### config.mk
export PLATFORM = sky130hd
export DESIGN_NAME = adc_frame_ready_poll_decoder
export DESIGN_NICKNAME = d
export VERILOG_FILES = /design/src/rtl/afrpd_pkg.sv /design/src/rtl/afrpd_fifo.sv /design/src/rtl/afrpd_front.sv /design/src/rtl/afrpd_back.sv /design/src/rtl/adc_frame_ready_poll_decoder.sv
export VERILOG_INCLUDE_DIRS = /design/src /design/src/rtl
export SDC_FILE = /design/constraint.sdc
export NUM_CORES = 1
export LEC_CHECK = 0
export ABC_CLOCK_PERIOD_IN_PS = 10800
export BUFFER_PORTS_ARGS = -buffer_cell sky130_fd_sc_hd__buf_2
export CAP_MARGIN = 20
export CORE_MARGIN = 4
export CORE_UTILIZATION = 30
export CTS_BUF_LIST = sky130_fd_sc_hd__clkbuf_16
export DETAILED_ROUTE_END_ITERATION = 7
export HOLD_SLACK_MARGIN = 0.02
export PLACE_DENSITY = 0.54
export SLEW_MARGIN = 0
export SYNTH_ARGS = -nofsm -noshare
export SYNTH_HDL_FRONTEND = slang
export SYNTH_SLANG_ARGS = --single-unit
export TNS_END_PERCENT = 50
### constraint.sdc
create_clock -name clk -period 10.8 [get_ports clk]
set_input_delay 1.08 -clock clk [delete_from_list [all_inputs] [get_ports clk]]
set_output_delay 1.08 -clock clk [all_outputs]
set_load 0.005 [all_outputs]
### src/rtl/adc_frame_ready_poll_decoder_macros.svh
// assertion macros shared by the decoder rtl
`ifndef ADC_FRAME_READY_POLL_DECODER_MACROS_SVH
`define ADC_FRAME_READY_POLL_DECODER_MACROS_SVH
`ifndef SYNTHESIS
// same-cycle implication
`define AFRPD_ASSERT_IMP(label, clk, rst_n, ante, cons) \
  label: assert property (@(posedge clk) disable iff (!rst_n) (ante) |-> (cons)) \
    else $error("afrpd assertion failed");
// next-cycle implication
`define AFRPD_ASSERT_NXT(label, clk, rst_n, ante, cons) \
  label: assert property (@(posedge clk) disable iff (!rst_n) (ante) |=> (cons)) \
    else $error("afrpd assertion failed");
`else
`define AFRPD_ASSERT_IMP(label, clk, rst_n, ante, cons)
`define AFRPD_ASSERT_NXT(label, clk, rst_n, ante, cons)
`endif
`endif

### src/rtl/afrpd_pkg.sv
package afrpd_pkg;

  localparam int FRAME_BYTES_DEF = 15;
  localparam int SAMPLE_BITS_DEF = 24;

  localparam int NUM_CH          = 3;
  localparam int WORD_BITS       = 24;
  localparam int BYTES_PER_WORD  = 3;
  localparam int STATUS_POS      = 1;
  localparam int DATA_FIRST_POS  = 3;
  localparam int DATA_LAST_POS   = DATA_FIRST_POS + NUM_CH * BYTES_PER_WORD - 1;
  localparam int GAIN_W          = 3;
  localparam int VOLT_W          = 31;
  localparam int RETRY_W         = 8;
  localparam int CFG_IDX_W       = 2;
  localparam int CFG_DATA_W      = 8;
  localparam int FQ_DEPTH        = 2;
  localparam int OQ_DEPTH        = 2;

  localparam logic [RETRY_W-1:0] RETRY_RESET = 8'd100;
  localparam logic [RETRY_W-1:0] POLL_MAX    = 8'hFF;
  localparam logic [GAIN_W-1:0]  GAIN_TOP    = 3'd7;

  // register indexes
  localparam logic [CFG_IDX_W-1:0] CFG_GAIN_CH0    = 2'd0;
  localparam logic [CFG_IDX_W-1:0] CFG_GAIN_CH1    = 2'd1;
  localparam logic [CFG_IDX_W-1:0] CFG_GAIN_CH2    = 2'd2;
  localparam logic [CFG_IDX_W-1:0] CFG_RETRY_LIMIT = 2'd3;

  typedef struct packed {
    logic                     done;
    logic [NUM_CH-1:0]        ready;
    logic                     abort;
    logic signed [VOLT_W-1:0] volts0;
    logic signed [VOLT_W-1:0] volts1;
    logic signed [VOLT_W-1:0] volts2;
  } res_t;

  // signed 24-bit word times two to (7 - gain), lsb 2.4 V / 2^31
  function automatic logic signed [VOLT_W-1:0] scale_word(input logic [WORD_BITS-1:0] word,
                                                          input logic [GAIN_W-1:0] gain);
    logic signed [VOLT_W-1:0] ext;
    ext = {{(VOLT_W-WORD_BITS){word[WORD_BITS-1]}}, word};
    return ext <<< (GAIN_TOP - gain);
  endfunction

endpackage

### src/rtl/afrpd_fifo.sv
`include "adc_frame_ready_poll_decoder_macros.svh"

module afrpd_fifo #(
  parameter int WIDTH = 8,
  parameter int DEPTH = 2
) (
  input  logic             clk,
  input  logic             rst_n,
  input  logic             push,
  input  logic [WIDTH-1:0] wdata,
  output logic             full,
  input  logic             pop,
  output logic [WIDTH-1:0] rdata,
  output logic             empty
);

  localparam int PTR_W = (DEPTH > 1) ? $clog2(DEPTH) : 1;
  localparam int CNT_W = $clog2(DEPTH + 1);

  logic [WIDTH-1:0] mem_r [DEPTH];
  logic [PTR_W-1:0] wr_ptr_r, wr_ptr_nxt;
  logic [PTR_W-1:0] rd_ptr_r, rd_ptr_nxt;
  logic [CNT_W-1:0] cnt_r, cnt_nxt;
  logic             do_push, do_pop;

  assign full    = (cnt_r == CNT_W'(DEPTH));
  assign empty   = (cnt_r == '0);
  assign do_push = push & ~full;
  assign do_pop  = pop & ~empty;
  assign rdata   = mem_r[rd_ptr_r];

  always_comb begin
    wr_ptr_nxt = wr_ptr_r;
    rd_ptr_nxt = rd_ptr_r;
    cnt_nxt    = cnt_r;
    if (do_push) begin
      wr_ptr_nxt = (wr_ptr_r == PTR_W'(DEPTH - 1)) ? '0 : wr_ptr_r + 1'b1;
    end
    if (do_pop) begin
      rd_ptr_nxt = (rd_ptr_r == PTR_W'(DEPTH - 1)) ? '0 : rd_ptr_r + 1'b1;
    end
    case ({do_push, do_pop})
      2'b10:   cnt_nxt = cnt_r + 1'b1;
      2'b01:   cnt_nxt = cnt_r - 1'b1;
      default: cnt_nxt = cnt_r;
    endcase
  end

  always_ff @(posedge clk) begin
    if (do_push) begin
      mem_r[wr_ptr_r] <= wdata;
    end
  end

  always_ff @(posedge clk) begin
    if (!rst_n) begin
      wr_ptr_r <= '0;
      rd_ptr_r <= '0;
      cnt_r    <= '0;
    end else begin
      wr_ptr_r <= wr_ptr_nxt;
      rd_ptr_r <= rd_ptr_nxt;
      cnt_r    <= cnt_nxt;
    end
  end

  `AFRPD_ASSERT_IMP(a_fifo_cnt_range, clk, rst_n, 1'b1, cnt_r <= CNT_W'(DEPTH))
  `AFRPD_ASSERT_NXT(a_fifo_ptr_gap, clk, rst_n, do_push && !do_pop, cnt_r == $past(cnt_r) + 1'b1)

endmodule

### src/rtl/afrpd_front.sv
module afrpd_front import afrpd_pkg::*; #(
  parameter int FRAME_BYTES = FRAME_BYTES_DEF,
  parameter int SAMPLE_BITS = SAMPLE_BITS_DEF
) (
  input  logic                                    clk,
  input  logic                                    rst_n,
  input  logic                                    in_push,
  input  logic [7:0]                              in_rx_byte,
  input  logic                                    in_frame_first,
  input  logic                                    fq_full,
  output logic                                    fq_push,
  output logic [NUM_CH + NUM_CH*SAMPLE_BITS-1:0]  fq_data
);

  localparam int POS_W = $clog2(FRAME_BYTES);
  localparam int FR_W  = NUM_CH + NUM_CH * SAMPLE_BITS;

  logic [POS_W-1:0]     pos_r, pos_nxt, pos;
  logic [NUM_CH-1:0]    status_r, status_nxt;
  logic [WORD_BITS-1:0] shift_r [NUM_CH];
  logic [WORD_BITS-1:0] shift_nxt [NUM_CH];
  logic                 accept, frame_end, in_data;
  logic [1:0]           ch;

  assign accept    = in_push & ~fq_full;
  assign pos       = in_frame_first ? '0 : pos_r;
  assign frame_end = (pos == POS_W'(FRAME_BYTES - 1));
  assign in_data   = pos inside {[POS_W'(DATA_FIRST_POS):POS_W'(DATA_LAST_POS)]};

  // word slot of the current data byte
  always_comb begin
    if (pos < POS_W'(DATA_FIRST_POS + BYTES_PER_WORD)) begin
      ch = 2'd0;
    end else if (pos < POS_W'(DATA_FIRST_POS + 2 * BYTES_PER_WORD)) begin
      ch = 2'd1;
    end else begin
      ch = 2'd2;
    end
  end

  always_comb begin
    status_nxt = status_r;
    pos_nxt    = pos_r;
    for (int c = 0; c < NUM_CH; c++) begin
      shift_nxt[c] = shift_r[c];
    end
    if (accept) begin
      pos_nxt = frame_end ? '0 : pos + 1'b1;
      if (pos == POS_W'(STATUS_POS)) begin
        status_nxt = in_rx_byte[NUM_CH-1:0];
      end
      for (int c = 0; c < NUM_CH; c++) begin
        if (in_data && ch == 2'(c)) begin
          shift_nxt[c] = {shift_r[c][WORD_BITS-9:0], in_rx_byte};
        end
      end
    end
  end

  // frame snapshot includes this cycle's byte
  always_comb begin
    fq_data[FR_W-1 -: NUM_CH] = status_nxt;
    for (int c = 0; c < NUM_CH; c++) begin
      fq_data[c*SAMPLE_BITS +: SAMPLE_BITS] = shift_nxt[c][WORD_BITS-1 -: SAMPLE_BITS];
    end
  end

  assign fq_push = accept & frame_end;

  always_ff @(posedge clk) begin
    if (!rst_n) begin
      pos_r    <= '0;
      status_r <= '0;
      for (int c = 0; c < NUM_CH; c++) begin
        shift_r[c] <= '0;
      end
    end else begin
      pos_r    <= pos_nxt;
      status_r <= status_nxt;
      for (int c = 0; c < NUM_CH; c++) begin
        shift_r[c] <= shift_nxt[c];
      end
    end
  end

endmodule

### src/rtl/afrpd_back.sv
`include "adc_frame_ready_poll_decoder_macros.svh"

module afrpd_back import afrpd_pkg::*; #(
  parameter int SAMPLE_BITS = SAMPLE_BITS_DEF
) (
  input  logic                                    clk,
  input  logic                                    rst_n,
  input  logic                                    cfg_valid,
  output logic                                    cfg_ready,
  input  logic [CFG_IDX_W-1:0]                    cfg_index,
  input  logic [CFG_DATA_W-1:0]                   cfg_data,
  input  logic                                    fq_empty,
  input  logic [NUM_CH + NUM_CH*SAMPLE_BITS-1:0]  fq_data,
  output logic                                    fq_pop,
  input  logic                                    oq_full,
  output logic                                    oq_push,
  output res_t                                    oq_data
);

  localparam int FR_W = NUM_CH + NUM_CH * SAMPLE_BITS;

  logic [GAIN_W-1:0]        gain_r [NUM_CH];
  logic [RETRY_W-1:0]       retry_r;
  logic [RETRY_W-1:0]       poll_r, poll_nxt;
  logic                     abort_r, abort_nxt;
  logic signed [VOLT_W-1:0] volts_r [NUM_CH];
  logic signed [VOLT_W-1:0] volts_nxt [NUM_CH];
  logic [NUM_CH-1:0]        rdy;
  logic [WORD_BITS-1:0]     word [NUM_CH];
  logic                     take, all_ready, over, done;

  assign cfg_ready = 1'b1;

  always_ff @(posedge clk) begin
    if (!rst_n) begin
      for (int c = 0; c < NUM_CH; c++) begin
        gain_r[c] <= '0;
      end
      retry_r <= RETRY_RESET;
    end else if (cfg_valid) begin
      case (cfg_index)
        CFG_GAIN_CH0:    gain_r[0] <= cfg_data[GAIN_W-1:0];
        CFG_GAIN_CH1:    gain_r[1] <= cfg_data[GAIN_W-1:0];
        CFG_GAIN_CH2:    gain_r[2] <= cfg_data[GAIN_W-1:0];
        CFG_RETRY_LIMIT: retry_r   <= cfg_data[RETRY_W-1:0];
        default:         ;
      endcase
    end
  end

  assign take      = ~fq_empty & ~oq_full;
  assign fq_pop    = take;
  assign oq_push   = take;
  assign rdy       = fq_data[FR_W-1 -: NUM_CH];
  assign all_ready = &rdy;
  assign over      = (poll_r > retry_r);
  assign done      = all_ready | over;

  always_comb begin
    for (int c = 0; c < NUM_CH; c++) begin
      // short samples sit in the top bits of the word
      word[c] = WORD_BITS'(fq_data[c*SAMPLE_BITS +: SAMPLE_BITS]) << (WORD_BITS - SAMPLE_BITS);
    end
  end

  always_comb begin
    poll_nxt  = poll_r;
    abort_nxt = abort_r;
    for (int c = 0; c < NUM_CH; c++) begin
      volts_nxt[c] = volts_r[c];
    end
    if (take) begin
      if (done) begin
        poll_nxt  = '0;
        abort_nxt = ~all_ready;
        for (int c = 0; c < NUM_CH; c++) begin
          if (rdy[c]) begin
            volts_nxt[c] = scale_word(word[c], gain_r[c]);
          end
        end
      end else if (poll_r != POLL_MAX) begin
        poll_nxt = poll_r + 1'b1;
      end
    end
  end

  always_comb begin
    oq_data.done   = done;
    oq_data.ready  = rdy;
    oq_data.abort  = abort_nxt;
    oq_data.volts0 = volts_nxt[0];
    oq_data.volts1 = volts_nxt[1];
    oq_data.volts2 = volts_nxt[2];
  end

  always_ff @(posedge clk) begin
    if (!rst_n) begin
      poll_r  <= '0;
      abort_r <= 1'b1;
      for (int c = 0; c < NUM_CH; c++) begin
        volts_r[c] <= '0;
      end
    end else begin
      poll_r  <= poll_nxt;
      abort_r <= abort_nxt;
      for (int c = 0; c < NUM_CH; c++) begin
        volts_r[c] <= volts_nxt[c];
      end
    end
  end

  `AFRPD_ASSERT_IMP(a_ready_clears_abort, clk, rst_n, take && all_ready, done && !abort_nxt)
  `AFRPD_ASSERT_NXT(a_done_clears_poll, clk, rst_n, take && done, poll_r == '0)
  `AFRPD_ASSERT_NXT(a_poll_keeps_abort, clk, rst_n, take && !done, abort_r == $past(abort_r))

endmodule

### src/rtl/adc_frame_ready_poll_decoder.sv
// Decodes the 15-byte response frames of a three-channel delta-sigma adc, one byte per
// transaction on the in_ queue (in_frame_first realigns to byte 0). At the last byte of each
// frame one result goes out: done_res is 1 when all three data-ready bits were set or the poll
// count went past retry_limit, else 0 to ask for another poll; ready channels then load
// sample * 2^(7 - gain) with lsb 2.4 V / 2^31, and poll_abort tells whether polling gave up.
// Every other byte yields no result. Input rate is one byte per clock; in_full rises only
// when the two-entry frame queue is full, which happens when results back up behind a
// stalled out_ side. A result goes through the frame queue, then the result queue, before it
// shows on the out_ ports. Config writes are taken every cycle (cfg_ready is tied high)
// and must only happen while no frame is in flight.

module adc_frame_ready_poll_decoder import afrpd_pkg::*; #(
  parameter int FRAME_BYTES = FRAME_BYTES_DEF,
  parameter int SAMPLE_BITS = SAMPLE_BITS_DEF
) (
  input  logic                     clk,
  input  logic                     rst_n,
  // byte input queue
  input  logic                     in_push,
  output logic                     in_full,
  input  logic [7:0]               in_rx_byte,
  input  logic                     in_frame_first,
  // result queue
  output logic                     out_empty,
  input  logic                     out_pop,
  output logic                     out_done_res,
  output logic                     out_ready_ch0,
  output logic                     out_ready_ch1,
  output logic                     out_ready_ch2,
  output logic                     out_poll_abort,
  output logic signed [VOLT_W-1:0] out_volts_ch0,
  output logic signed [VOLT_W-1:0] out_volts_ch1,
  output logic signed [VOLT_W-1:0] out_volts_ch2,
  // register writes
  input  logic                     cfg_valid,
  output logic                     cfg_ready,
  input  logic [CFG_IDX_W-1:0]     cfg_index,
  input  logic [CFG_DATA_W-1:0]    cfg_data
);

  localparam int FR_W = NUM_CH + NUM_CH * SAMPLE_BITS;

  // frame queue between the assembler and the poll logic
  logic            fq_push, fq_full, fq_pop, fq_empty;
  logic [FR_W-1:0] fq_wdata, fq_rdata;

  // result queue, parts the poll logic from the consumer
  logic                  oq_push, oq_full;
  res_t                  oq_wdata;
  logic [$bits(res_t)-1:0] oq_rdata;
  res_t                  out_res;

  // front: byte position, status bits and sample shifters
  afrpd_front #(
    .FRAME_BYTES (FRAME_BYTES),
    .SAMPLE_BITS (SAMPLE_BITS)
  ) u_front (
    .clk            (clk),
    .rst_n          (rst_n),
    .in_push        (in_push),
    .in_rx_byte     (in_rx_byte),
    .in_frame_first (in_frame_first),
    .fq_full        (fq_full),
    .fq_push        (fq_push),
    .fq_data        (fq_wdata)
  );

  // the front stalls only when the frame queue is full
  assign in_full = fq_full;

  afrpd_fifo #(
    .WIDTH (FR_W),
    .DEPTH (FQ_DEPTH)
  ) u_frame_q (
    .clk   (clk),
    .rst_n (rst_n),
    .push  (fq_push),
    .wdata (fq_wdata),
    .full  (fq_full),
    .pop   (fq_pop),
    .rdata (fq_rdata),
    .empty (fq_empty)
  );

  // back: ready check, poll counting, scaling and held voltages
  afrpd_back #(
    .SAMPLE_BITS (SAMPLE_BITS)
  ) u_back (
    .clk       (clk),
    .rst_n     (rst_n),
    .cfg_valid (cfg_valid),
    .cfg_ready (cfg_ready),
    .cfg_index (cfg_index),
    .cfg_data  (cfg_data),
    .fq_empty  (fq_empty),
    .fq_data   (fq_rdata),
    .fq_pop    (fq_pop),
    .oq_full   (oq_full),
    .oq_push   (oq_push),
    .oq_data   (oq_wdata)
  );

  afrpd_fifo #(
    .WIDTH ($bits(res_t)),
    .DEPTH (OQ_DEPTH)
  ) u_result_q (
    .clk   (clk),
    .rst_n (rst_n),
    .push  (oq_push),
    .wdata (oq_wdata),
    .full  (oq_full),
    .pop   (out_pop),
    .rdata (oq_rdata),
    .empty (out_empty)
  );

  // unpack the oldest waiting result
  assign out_res         = oq_rdata;
  assign out_done_res    = out_res.done;
  assign out_ready_ch0   = out_res.ready[0];
  assign out_ready_ch1   = out_res.ready[1];
  assign out_ready_ch2   = out_res.ready[2];
  assign out_poll_abort  = out_res.abort;
  assign out_volts_ch0   = out_res.volts0;
  assign out_volts_ch1   = out_res.volts1;
  assign out_volts_ch2   = out_res.volts2;

endmodule

After elaboration in Yosys (flattened, before gate mapping)
Memory sizes are Yosys's and may differ from the RTL's. A register that Yosys moved wholly into a read port is not among the register bits. Index checks and enable logic that the tools add are counted.

Equal/unequal tests: 14. Reductions and logical operators: 14. Shift-type cells: 3. Muxes and demuxes: 56. Add/sub/neg operators: 13. Magnitude comparators: 5. Bitwise operators: 22.

Operators by type and width (number): $mux W31 (6); $mux W93 (2); $mux W24 (6); $sshl A24 B3 Y31 (3); $mux W72 (1); $mux W1 (28); $mux W8 (2); $mux W3 (5); $eq A2 B2 Y1 const B (7); $or A1 B1 Y1 (10); $sub A3 B3 Y3 const A (3); $add A8 B1 Y8 const B (1); $eq A2 B1 Y1 const B (4); $gt A8 B8 Y1 (1); $logic_not A2 Y1 (4); $mux W4 (2); $ne A8 B8 Y1 const B (1); $pmux W2 S2 (2); $and A1 B1 Y1 (7); $reduce_bool A2 Y1 (3); $not A1 Y1 (5); $add A1 B1 Y1 const B (4); $add A2 B1 Y2 const B (2); $add A4 B1 Y4 const B (1); 11 further kinds (17).

Memories kept: 5. Bits in writable memories: 520. Word-level logic and storage cells: 143. Output and inout port bits: 101. Bits in registers: 32. Input bits: 24.

Memory list: u_result_q.mem_r (words 2, bits a word 98, read ports 1, clocked after Yosys merged registers in 1, write ports 1, line afrpd_fifo.sv:20) `logic [WIDTH-1:0] mem_r [DEPTH];`; u_frame_q.mem_r (words 2, bits a word 75, read ports 1, clocked after Yosys merged registers in 1, write ports 1, line afrpd_fifo.sv:20); u_back.volts_r (words 3, bits a word 31, read ports 3, clocked after Yosys merged registers in 0, write ports 3, line afrpd_back.sv:26) `logic signed [VOLT_W-1:0] volts_r [NUM_CH];`; u_front.shift_r (words 3, bits a word 24, read ports 3, clocked after Yosys merged registers in 0, write ports 3, line afrpd_front.sv:20) `logic [WORD_BITS-1:0] shift_r [NUM_CH];`; u_back.gain_r (words 3, bits a word 3, read ports 3, clocked after Yosys merged registers in 0, write ports 3, line afrpd_back.sv:22) `logic [GAIN_W-1:0] gain_r [NUM_CH];`.

Depth between registers and ports, before layout
Gate-level depths: netlist (run 1).

Word-level depth: 9. Gate-level depth with buffers: 10. Mapped depth without buffers: 8.

Cells and area by module
From an unflattened synthesis (run 1), not the netlist that was laid out.

Cell total of the unflattened synthesis: 1945. Area, all modules: 25735.9 µm².

By module, submodules not included: afrpd_back (times used 1, sequential area each 2472.4 µm², area an instance 8942.3 µm², cells an instance 939); afrpd_fifo at u_result_q (times used 1, sequential area each 5985.7 µm², area an instance 7295.7 µm², cells an instance 331); afrpd_fifo at u_frame_q (times used 1, sequential area each 4604.4 µm², area an instance 5625.4 µm², cells an instance 259); afrpd_front (times used 1, sequential area each 1581.5 µm², area an instance 3872.5 µm², cells an instance 416).

Worst setup path before layout (run 1)
Ideal clock, no wire load.

Path kind: input port to flip-flop. From: input in_push. To: memory u_frame_q.mem_r[0][0] in the netlist's numbering (enable). Buffers on the path: 2. Data arrival time: 5.105 ns. Setup slack: 5.186 ns. Setup time: 0.509 ns. Data required time: 10.291 ns. Cell stages on the path: 6. Path through: nand2_2 -> or2_1 -> buf_2 -> or3_1 -> clkbuf_1 -> nor2_1.

Cells in the longest elaborated chain, start to end: 5.

Ends and longest elaborated chain: from (decl) (line adc_frame_ready_poll_decoder.sv:19) `input logic in_push,`; $and A1 B1 Y1 (line afrpd_front.sv:25) `assign accept = in_push & ~fq_full;`; $and A1 B1 Y1 (line afrpd_front.sv:68) `assign fq_push = accept & frame_end;`; $and A1 B1 Y1 (line afrpd_fifo.sv:28) `assign do_push = push & ~full;`; $mux W1 (line afrpd_fifo.sv:50) `if (do_push) begin`; $mux W1 (implied by the code) (line afrpd_fifo.sv:51) `mem_r[wr_ptr_r] <= wdata;`; to (decl) (line afrpd_fifo.sv:20).

Every way passes these cells.

==> results of run 1 <==
==> cell families after synthesis <==
logic type	synth area share, %
buf+inv	2.71
other cells	0.0149
compound gates	3.66
xor+xnor	0.452
simple gates	7.95
flops	58.1
fa+ha+maj	0.546
mux	26.6
==> placed cells by master, fill, tap and decap left out, types with 9 or more instances in the layout <==
master,count
nand2b_1,13
dfxtp_1,197
nand2_1,83
and2_1,160
clkinv_2,9
mux2_2,223
edfxtp_1,355
clkinv_1,13
o22ai_1,15
nor2_1,45
a21oi_1,33
inv_1,27
or3_1,10
a211oi_1,12
clkbuf_16,58
buf_4,23
o21ai_0,41
buf_2,122
nor2b_1,12
mux2_4,71
mux4_2,81
nand3_1,13
ha_1,11
mux2i_1,125
==> sequential cells by signal, summed over array words and instances (netlist names), 2 cells and up, named ones only <==
| name | cells |
|---|---|
| u_frame_q.mem_r | 150 |
| u_frame_q.cnt_r | 2 |
| u_back.volts_r | 93 |
| u_back.gain_r | 9 |
| u_back.poll_r | 8 |
| u_result_q.mem_r | 196 |
| u_front.shift_r | 72 |
| u_front.pos_r | 4 |
| u_back.retry_r | 8 |
| u_front.status_r | 3 |
| u_result_q.cnt_r | 2 |
==> metrics by stage <==
step | instance area (sq um) | total power, mW
floorplan | 25200 | 2.40
global placement | 26800 | 2.43
detailed placement | 26800 | 2.43
CTS | 28700 | 4.40
global route | 28700 | 4.50
finish | 28700 | 4.34
==> worst max-delay path, delay by kind of cell, from the launching register on <==
kind                   cells  cell delay [ns]
buffers and inverters      2             0.81
DFF                        1             0.82
muxes                      1             0.42
==> Yosys cell counts (2+ instances only) <==
master / number / area share (%)
a211oi_1: 12 / 0.36
clkbuf_1: 60 / 0.89
buf_4: 11 / 0.33
buf_1: 2 / 0.030
o31a_1: 3 / 0.10
dfxtp_1: 199 / 16
and3_1: 2 / 0.050
a31oi_1: 5 / 0.12
mux2i_2: 2 / 0.11
a221oi_1: 3 / 0.10
buf_2: 16 / 0.32
nor3_1: 7 / 0.14
a21oi_1: 33 / 0.66
nand2b_1: 13 / 0.32
buf_6: 18 / 0.80
o31ai_4: 3 / 0.25
or2_2: 4 / 0.099
mux2i_1: 125 / 5.0
a221o_1: 3 / 0.12
o221ai_1: 3 / 0.10
and2_1: 160 / 4.0
nor3_2: 2 / 0.079
inv_1: 22 / 0.33
edfxtp_1: 355 / 42
xnor2_1: 7 / 0.24
o22a_1: 3 / 0.10
nor2_1: 48 / 0.71
xor2_1: 6 / 0.21
mux4_2: 81 / 7.2
nand2_2: 2 / 0.050
a32oi_2: 3 / 0.19
nand3b_1: 2 / 0.060
mux2_2: 223 / 10
nand3_1: 13 / 0.26
or3_1: 10 / 0.25
o211ai_1: 4 / 0.12
nor2b_1: 12 / 0.30
nand2_1: 83 / 1.2
o22ai_1: 15 / 0.37
o21ai_0: 41 / 0.81
ha_1: 11 / 0.55
mux2_4: 71 / 4.2
a222oi_1: 3 / 0.12
nand4_1: 7 / 0.17
==> area by class of cell <==
| cell class | instances | area, sq um | area share [%] |
|---|---|---|---|
| antenna | 5 | 12.5 | 0.0436 |
| clock buffer | 58 | 1450 | 5.05 |
| sequential | 554 | 14700 | 51.0 |
| inverter | 23 | 86.3 | 0.301 |
| timing repair buffer | 146 | 811 | 2.82 |
| tap | 1080 | 1350 | 4.71 |
| clock inverter | 46 | 433 | 1.51 |
| multi-input combinational | 1037 | 9920 | 34.5 |
==> where the power goes <==
part | total (mW) | switching, mW | internal (mW)
Sequential | 2.24 | 0.00681 | 2.23
Combinational | 0.144 | 0.0889 | 0.0556
Clock | 1.96 | 0.833 | 1.13
Total | 4.34 | 0.929 | 3.41
==> routing by layer <==
layer	routed length, um	vias to the layer above
li1	-	6661
met1	25700	7105
met2	29300	244
met3	2330	70
met4	1260	8
met5	58	-
==> how the worst min path moves through the flow <==
| stage | cells after the start | startpoint | to |
|---|---|---|---|
| global route | 2 | u_back.volts_r[0][2]$_SDFF_PN0_ | u_back.volts_r[0][2]$_SDFF_PN0_ |
| finish | 2 | u_back.retry_r[1]$_SDFFE_PN0P_ | u_back.retry_r[1]$_SDFFE_PN0P_ |
| CTS | 2 | u_back.volts_r[0][1]$_SDFF_PN0_ | u_back.volts_r[0][1]$_SDFF_PN0_ |
| floorplan | 2 | u_back.retry_r[1]$_SDFFE_PN0P_ | u_back.retry_r[1]$_SDFFE_PN0P_ |
| detailed placement | 2 | u_back.volts_r[0][1]$_SDFF_PN0_ | u_back.volts_r[0][1]$_SDFF_PN0_ |
| global placement | 2 | u_back.volts_r[0][2]$_SDFF_PN0_ | u_back.volts_r[0][2]$_SDFF_PN0_ |
==> run metrics, run 1 <==
CTS clk-pin slew, worst paths 0.06 ns; Final min period 3.84 ns; via count 14.1k; fin nets 1852; Post-DP HPWL 40700 um; initial DRC count 818; fin util 34.4%; H-tree depth 2; first-pass GRT wire length 90800 um; Synth Register Bits 554; Syn Inst Count 1721; RSZ-0062 raised after global routing no; CTS Buffer Depth 3; Max-slew headroom 27.8%; Most Used Layer, Global Route met2; final setup fails 0; worst slack, placed 7.30 ns; CTS tree done; VDD IR max 0.000118 V; Tightest Pin Transition 1.08 ns; Die W 298 um; crit start category flop; final hold vios 0; Final TNS setup 0 ns; Max Cap Viol 0; remaining antenna violation count 0; largest net degree at the start of global routing 98; io pins 125; Starting Density 30.2%; Final WS setup 6.96 ns; Setup crit end out_volts_ch2[4]; Hold Crit Class reg -> reg; port buffer count 123; postcts setup bufs 0; All-Layer GR Usage 13.0%; final wirelength 58600 um; GRT met3 Usage 2.28%; EDFF count, synth 355; GR Layer Usage met1 16.8%; async set or reset register ratio after synthesis 0%; Worst EP arrival 2.76 ns; chip height 298 um; Worst path slowest cell dfxtp_4; Cell Area, Synth 25200 sq um; # DRC 0; layout cells sized above 1 34.0%; routability-driven placement congestion ratio 0.830; routing usage on met2 22.6%; row cnt 106; WHS 0.461 ns; dpl cells 2840; # clock sinks 554; WS Path Type reg -> out; final cell count without fillers 2949; Worst-Skew Late Latency 0.63 ns; Critical Path End Type output port; Post-CTS Resized 0; status finished clean; power per cell area 151 nW/um^2; syn_nets 1756; Syn. warnings 0; largest stage delay on the critical path 0.82 ns; number of global-route vias before repair 14.6k; Die ar. 88700 sq um; fillers 7985; drt first pass iters 5; reg2reg path depth 7; final slew viol count 0; vias per cell 4.78; max frequency 261 MHz; hold buffers post-CTS 0; period utilization 35.5%; crit path max fanout 50; initial antenna violation count 12; sequential area share after synthesis 58.1%; Yosys cell types 57; syn avg cell area 14.7 sq um; DR WL/cell 19.9 um; synthesis-to-finish area growth 13.9%; cts bufs inserted 55; leakage 9.49 nW; clk_skew 0.0379 ns; Root Driver clkbuf_16; R2R Path End u_back.volts_r[0][22]$_SDFF_PN0_; Top FF cell, synth edfxtp_1; GR Overflow Total 0; Core ar. 83400 sq um; worst path cell trace buf_4 > mux2_2 > buf_2; worst path required time 9.72 ns; FF-to-FF setup slack 7.47 ns
No activity file was read; power rests on OpenSTA's default activity.
==> run 2, diff against run 1 <==
Settings changed: ABC_AREA set to 1, ABC_CLOCK_PERIOD_IN_PS 10800 to 3600.
Clock period 10.8 ns to 3.6 ns, I/O delays scaled along.
==> run 2 against run 1 <==
Net effect:
- final cell count is 27% higher
- first-iteration DRC count is 35% higher
- largest power group unchanged
- core utilization is 0.45 points higher
==> run metrics, run 2 <==
Starting Density 30.3%; initial DRC count 1103; sw frac 31.5%; post-synth top area share 43.8%; # DRC 0; period utilization 74.4%; RSZ-0062 raised after global routing no; async set or reset register ratio after synthesis 0%; syn avg cell area 9.54 sq um; power per cell area 640 nW/um^2; most frequent cells in the layout 481 x nand2_1, 432 x nand3_1, 355 x edfxtp_1; FF+latch area 14600 sq um; Die ar. 85700 sq um; sequential area share after synthesis 60.2%; Final Instance Area 28000 sq um; Final min period 2.68 ns; Pint 12.3 mW; remaining antenna violation count 0; final wirelength 57700 um; Max Cap Viol 0; Reg with most FFs u_result_q.mem_r; EDFF count, synth 355; status finished clean; final cell count without fillers 3758; clk_skew 0.0250 ns; Die W 293 um; cts bufs inserted 55; area of the multi-input gates 7840 sq um; Post-DP HPWL 39900 um; biggest regs u_result_q.mem_r x196, u_frame_q.mem_r x150, u_back.volts_r x93; max FFs per register 196; Sequential Power Share 43.9%; row cnt 104; hold path startpoint cfg_data[3]; Final TNS setup 0 ns; WHS 0.0650 ns; fillers 8205; CTS tree done; Syn. warnings 0; Setup crit start u_frame_q.cnt_r[1]$_SDFFE_PN0P_; Synth area leaders edfxtp_1 44%, dfxtp_1 16%, nand3_1 8.9%, nand2_1 7.4%, inv_1 5.1%; synthesis-to-finish area growth 15.2%; Tightest Pin Transition 0.962 ns; DR WL/cell 15.4 um; n_diodes 0; fin util 34.9%; initial antenna violation count 1; count leader, synth nand2_1; Worst-Skew Late Latency 0.60 ns; post-synth top area cell edfxtp_1; Syn Inst Count 2551; crit path max fanout 41; Core ar. 80400 sq um; most common cell after layout, fill and taps aside nand2_1; crit start category flop; chip height 293 um; CTS Buffer Depth 3; final slew viol count 0; Yosys cell types 40; vias per cell 4.54; via count 17.1k; final hold vios 0; syn_nets 2586; Area after DPL 26300 sq um; CTS clk-pin slew, worst paths 0.06 ns; Post-CTS Resized 0; Max-slew headroom 35.3%; dpl cells 3651; Root Driver clkbuf_16; Top FF cell, synth edfxtp_1; largest net degree at the start of global routing 109; H-tree depth 2; io pins 125; final setup fails 0; All-Layer GR Usage 13.1%; # clock sinks 554; GR Overflow Total 0; Final WS setup 0.922 ns; NetSw 5.66 mW; WS Path Type reg -> reg; max frequency 373 MHz; worst slack, placed 0.929 ns; first-pass GRT wire length 91200 um; routability-driven placement congestion ratio 0.793; fin nets 2688; clock share of power 30.6%; leakage 11.8 nW; Synth Register Bits 554; Worst EP arrival 3.00 ns; power consumption 17.9 mW; number of global-route vias before repair 16.2k; VDD IR max 0.000513 V; layout cells sized above 1 14.9%; worst path required time 3.92 ns; reg2reg start u_frame_q.cnt_r[1]$_SDFFE_PN0P_; Hold Crit Class in -> reg; Critical Path End Type flop; Comb power frac 25.6%; port buffer count 123; top post-synthesis cells by count 481 x nand2_1, 432 x nand3_1, 355 x edfxtp_1; drt first pass iters 5; Cell Area, Synth 24300 sq um
run 2: cell types whose count changed in the layout (fill, tap and decap cells not counted), moves of 22 or more:
cell | previous run | this run
inv_1 | 27 | 340
nand2_1 | 83 | 481
a211oi_1 | 12 | 51
nor2_1 | 45 | 167
mux2i_1 | 125 | 0
and2_1 | 160 | 0
mux2_4 | 71 | 0
buf_4 | 23 | 45
mux4_2 | 81 | 0
a21oi_1 | 33 | 110
mux2_2 | 223 | 98
o21ai_0 | 41 | 108
nand3_1 | 13 | 432
run 2: power by group through the flow:
stage,clock (mW),combinational [mW],sequential [mW]
finish,5.49,4.59,7.87
global placement,0,4.66,8.00
detailed placement,0,4.65,8.02
global route,5.91,5.13,7.94
floorplan,0,3.05,7.90
CTS,5.66,4.68,7.88
run 2: layout make-up:
cell class | count | share of cell area [%]
Multi-Input combinational cell | 1522 | 28.0
Inverter | 335 | 4.50
Clock inverter | 46 | 1.16
Clock buffer | 56 | 5.00
Timing Repair Buffer | 185 | 4.43
Tap cell | 1060 | 4.73
Sequential cell | 554 | 52.2
run 2: kinds of logic after synthesis:
logic type | Yosys count | synth area share, %
simple gates | 1127 | 20.3
flops | 554 | 60.2
other cells | 1 | 0.0154
mux | 98 | 4.53
compound gates | 280 | 6.46
fa+ha+maj | 11 | 0.565
buf+inv | 475 | 7.74
xor+xnor | 5 | 0.180
run 2: repair_timing:
action | CTS | global route
endpoints found under the setup margin | 0 | 0
endpoints found under the hold margin | 5 | 0
hold buffers | 5 | 0
buffers inserted | 0 | 0
run 2: worst max-delay path: stages (launching register included):
cell	delay [ns]
dfxtp_1	0.30
inv_1	0.09
o21ai_1	0.46
nor2_1	0.14
nand3_2	0.34
inv_1	0.35
buf_12	0.28
or2_2	0.28
inv_1	0.07
a21oi_1	0.05
run 2: worst paths after layout:
check	cells after the start	slack, ns	endpoint
setup / recovery	9	0.92	u_frame_q.mem_r[1][16]$_DFFE_PP_
hold reg to reg	1	0.45	flop
hold / removal	3	0.07	u_back.retry_r[3]$_SDFFE_PN0P_
setup reg to reg	9	0.92	u_frame_q.mem_r[1][16]$_DFFE_PP_
run 2: metal layers:
metal	up-vias	share of wire, %	GRT usage [%]
li1	8766	-	-
met1	7960	50	19.1
met2	247	45	20.8
met3	77	3.3	1.77
met4	2	1.9	2.98
met5	-	0.023	0
==> run 3, diff against run 2 <==
Settings changed: ABC_CLOCK_PERIOD_IN_PS 3600 to 2200, PLACE_DENSITY 0.54 to 0.55.
Clock period 3.6 ns to 2.2 ns, I/O delays scaled along.
==> run 3 against run 2 <==
Net effect:
- register-to-register slack got worse by 0.91 ns
- sequential share of layout area fell by 3.2 points
- non-clock buffer count rose by 109
- die area did not move
- worst hold slack got worse by 0.030 ns
- via count rose by 3.3%
- sequential power rose by 63%
- global-route usage rose by 0.31 points
- largest cell class unchanged
- largest power group unchanged
- core utilization rose by 2.3 points
- first-iteration DRC count rose by 18%
- combinational power rose by 93%
- critical path depth rose by 2
==> run metrics, run 3 (same netlist as run 2, synthesis figures left out) <==
Root Driver clkbuf_16; Reg with most FFs u_result_q.mem_r; largest stage delay on the critical path 0.32 ns; NetSw 9.59 mW; number of global-route vias before repair 16.6k; Worst-Skew Late Latency 0.59 ns; synthesis-to-finish area growth 22.8%; fillers 8029; final hold vios 0; Hold Crit Class in -> reg; initial antenna violation count 4; period utilization 99.4%; Tightest Pin Transition 0.629 ns; sw frac 31.0%; FF+latch area 14700 sq um; Setup crit start u_back.retry_r[5]$_SDFFE_PN1P_; vias per cell 4.55; crit path max fanout 11; layout cells sized above 1 21.6%; FF-to-FF setup slack 0.01 ns; max frequency 457 MHz; status finished clean; VDD IR max 0.000430 V; Final WS setup 0.0130 ns; worst path required time 2.53 ns; critical path's top delay family simple AND/OR/NAND/NOR gates; row cnt 104; GR Overflow Total 0; H-tree depth 2; Worst EP arrival 2.52 ns; largest net degree at the start of global routing 68; most common cell after layout, fill and taps aside nand2_1; first-pass GRT wire length 92900 um; Final min period 2.19 ns; worst path bufs/invs 3; Comb power frac 28.7%; area of the multi-input gates 8280 sq um; Post-DP HPWL 41800 um; Crit path depth 11; crit start category flop; via count 17.6k; cts bufs inserted 55; max FFs per register 196; Critical Path End Type flop; biggest regs u_result_q.mem_r x196, u_frame_q.mem_r x150, u_back.volts_r x93; Max-slew headroom 58.1%; worst path cell trace inv_2 > ha_4 > nand2_2 > nor2_4 > nand4_1 > nand3_4 > nand2_8 > clkbuf_16 > buf_4 > nand3_2 > nand2_4; Worst path slowest cell dfxtp_2; routability-driven placement congestion ratio 0.807; R2R Path End u_result_q.mem_r[1][3]$_DFFE_PP_; drt first pass iters 5; final setup fails 0; worst slack, placed -0.0662 ns; CTS Buffer Depth 3; io pins 125; reg2reg start u_back.retry_r[5]$_SDFFE_PN1P_; fin nets 2798; # DRC 0; port buffer count 123; RSZ-0062 raised after global routing yes; Die ar. 85700 sq um; # clock sinks 554; Max Cap Viol 0; chip height 293 um; most frequent cells in the layout 431 x nand2_1, 412 x nand3_1, 355 x edfxtp_1; leakage 12.6 nW; clock share of power 30.0%; Pint 21.3 mW; reg2reg path depth 11; Setup crit end u_result_q.mem_r[1][3]$_DFFE_PP_; dpl cells 3729; Die W 293 um; CTS tree done; final wirelength 60600 um; Core ar. 80400 sq um; final cell count without fillers 3871; final slew viol count 0; All-Layer GR Usage 13.4%; remaining antenna violation count 0; initial DRC count 1303; Sequential Power Share 41.3%; Starting Density 30.3%; CTS clk-pin slew, worst paths 0.06 ns; DR WL/cell 15.6 um; WS Path Type reg -> reg; clk_skew 0.0178 ns; power per cell area 1030 nW/um^2
## run 3: changes by cell type in the layout (fill, tap and decap cells not counted), sizes merged, moves of 4 or more
cell,delta
clkbuf,+9
inv,+9
clkinv,-9
buf,+87
clkinvlp,-4
dlygate4sd3,+14
## run 3: cell type report
class / count / area share, %
clock buffer: 57 / 4.77
inverter: 335 / 4.24
timing repair buffer: 294 / 8.57
tap: 1060 / 4.44
antenna: 3 / 0.0251
clock inverter: 45 / 1.21
multi-input combinational: 1523 / 27.7
sequential: 554 / 49.1
## run 3: metal layers
layer | routed length (um) | part of all wire, % | track usage [%] | vias up
met2 | 28700 | 47 | 22.3 | 319
met5 | 0 | 0 | 0 | -
li1 | - | - | - | 9003
met1 | 28600 | 47 | 18.9 | 8219
met3 | 2170 | 3.6 | 1.71 | 72
met4 | 1030 | 1.7 | 3.02 | 0
## run 3: repair_timing
action | 4_1_cts | 5_1_grt
buffers inserted | 5 | 3
hold endpoints to repair | 22 | 0
hold buffers | 19 | 0
setup endpoints to repair | 190 | 195
pin swaps | 1 | 43
resized for setup | 5 | 138
gates cloned | 0 | 10
## run 3: worst min-delay path by stage
stage	from	end	slack, ns	depth (start not counted)
final	in_rx_byte[5]	u_front.shift_r[0][29]$_SDFF_PN0_	0.03	3
after detailed placement	u_result_q.rd_ptr_r$_SDFFE_PN0P_	flop	0.43	1
after global routing	in_rx_byte[5]	u_front.shift_r[0][29]$_SDFF_PN0_	0.05	3
after global placement	u_result_q.rd_ptr_r$_SDFFE_PN0P_	flop	0.43	1
after CTS	in_rx_byte[5]	u_front.shift_r[0][29]$_SDFF_PN0_	0.02	3
after floorplan	cfg_data[2]	u_back.retry_r[2]$_SDFFE_PN1P_	0.35	2
## run 3: power groups by stage
stage	Clock [mW]	Combinational (mW)	Sequential, mW
6_report	9.28	8.86	12.8
5_1_grt	9.94	9.80	12.8
4_1_cts	9.52	8.71	12.7
3_5_place_dp	0	8.52	13.0
3_3_place_gp	0	8.52	13.0
2_1_floorplan	0	5.00	12.9
## run 3: metrics by stage
stage	utilization, %	cell area (sq um)	hold WS, ns	TNS, ns	power [mW]
after global placement	33.7	27100	0.428	-1.33	21.5
after floorplan	-	24400	0.346	-132.61	17.9
after CTS	36.3	29200	0.0228	0	31.0
after global routing	37.2	29900	0.0452	-4.35	32.6
after detailed placement	33.7	27100	0.435	-2.25	21.6
final	37.2	29900	0.0346	0	30.9
## run 3: tightest hold or removal path: stages
cell,delay [ns]
buf_2,0.15
o21ai_0,0.13
nor2_1,0.09
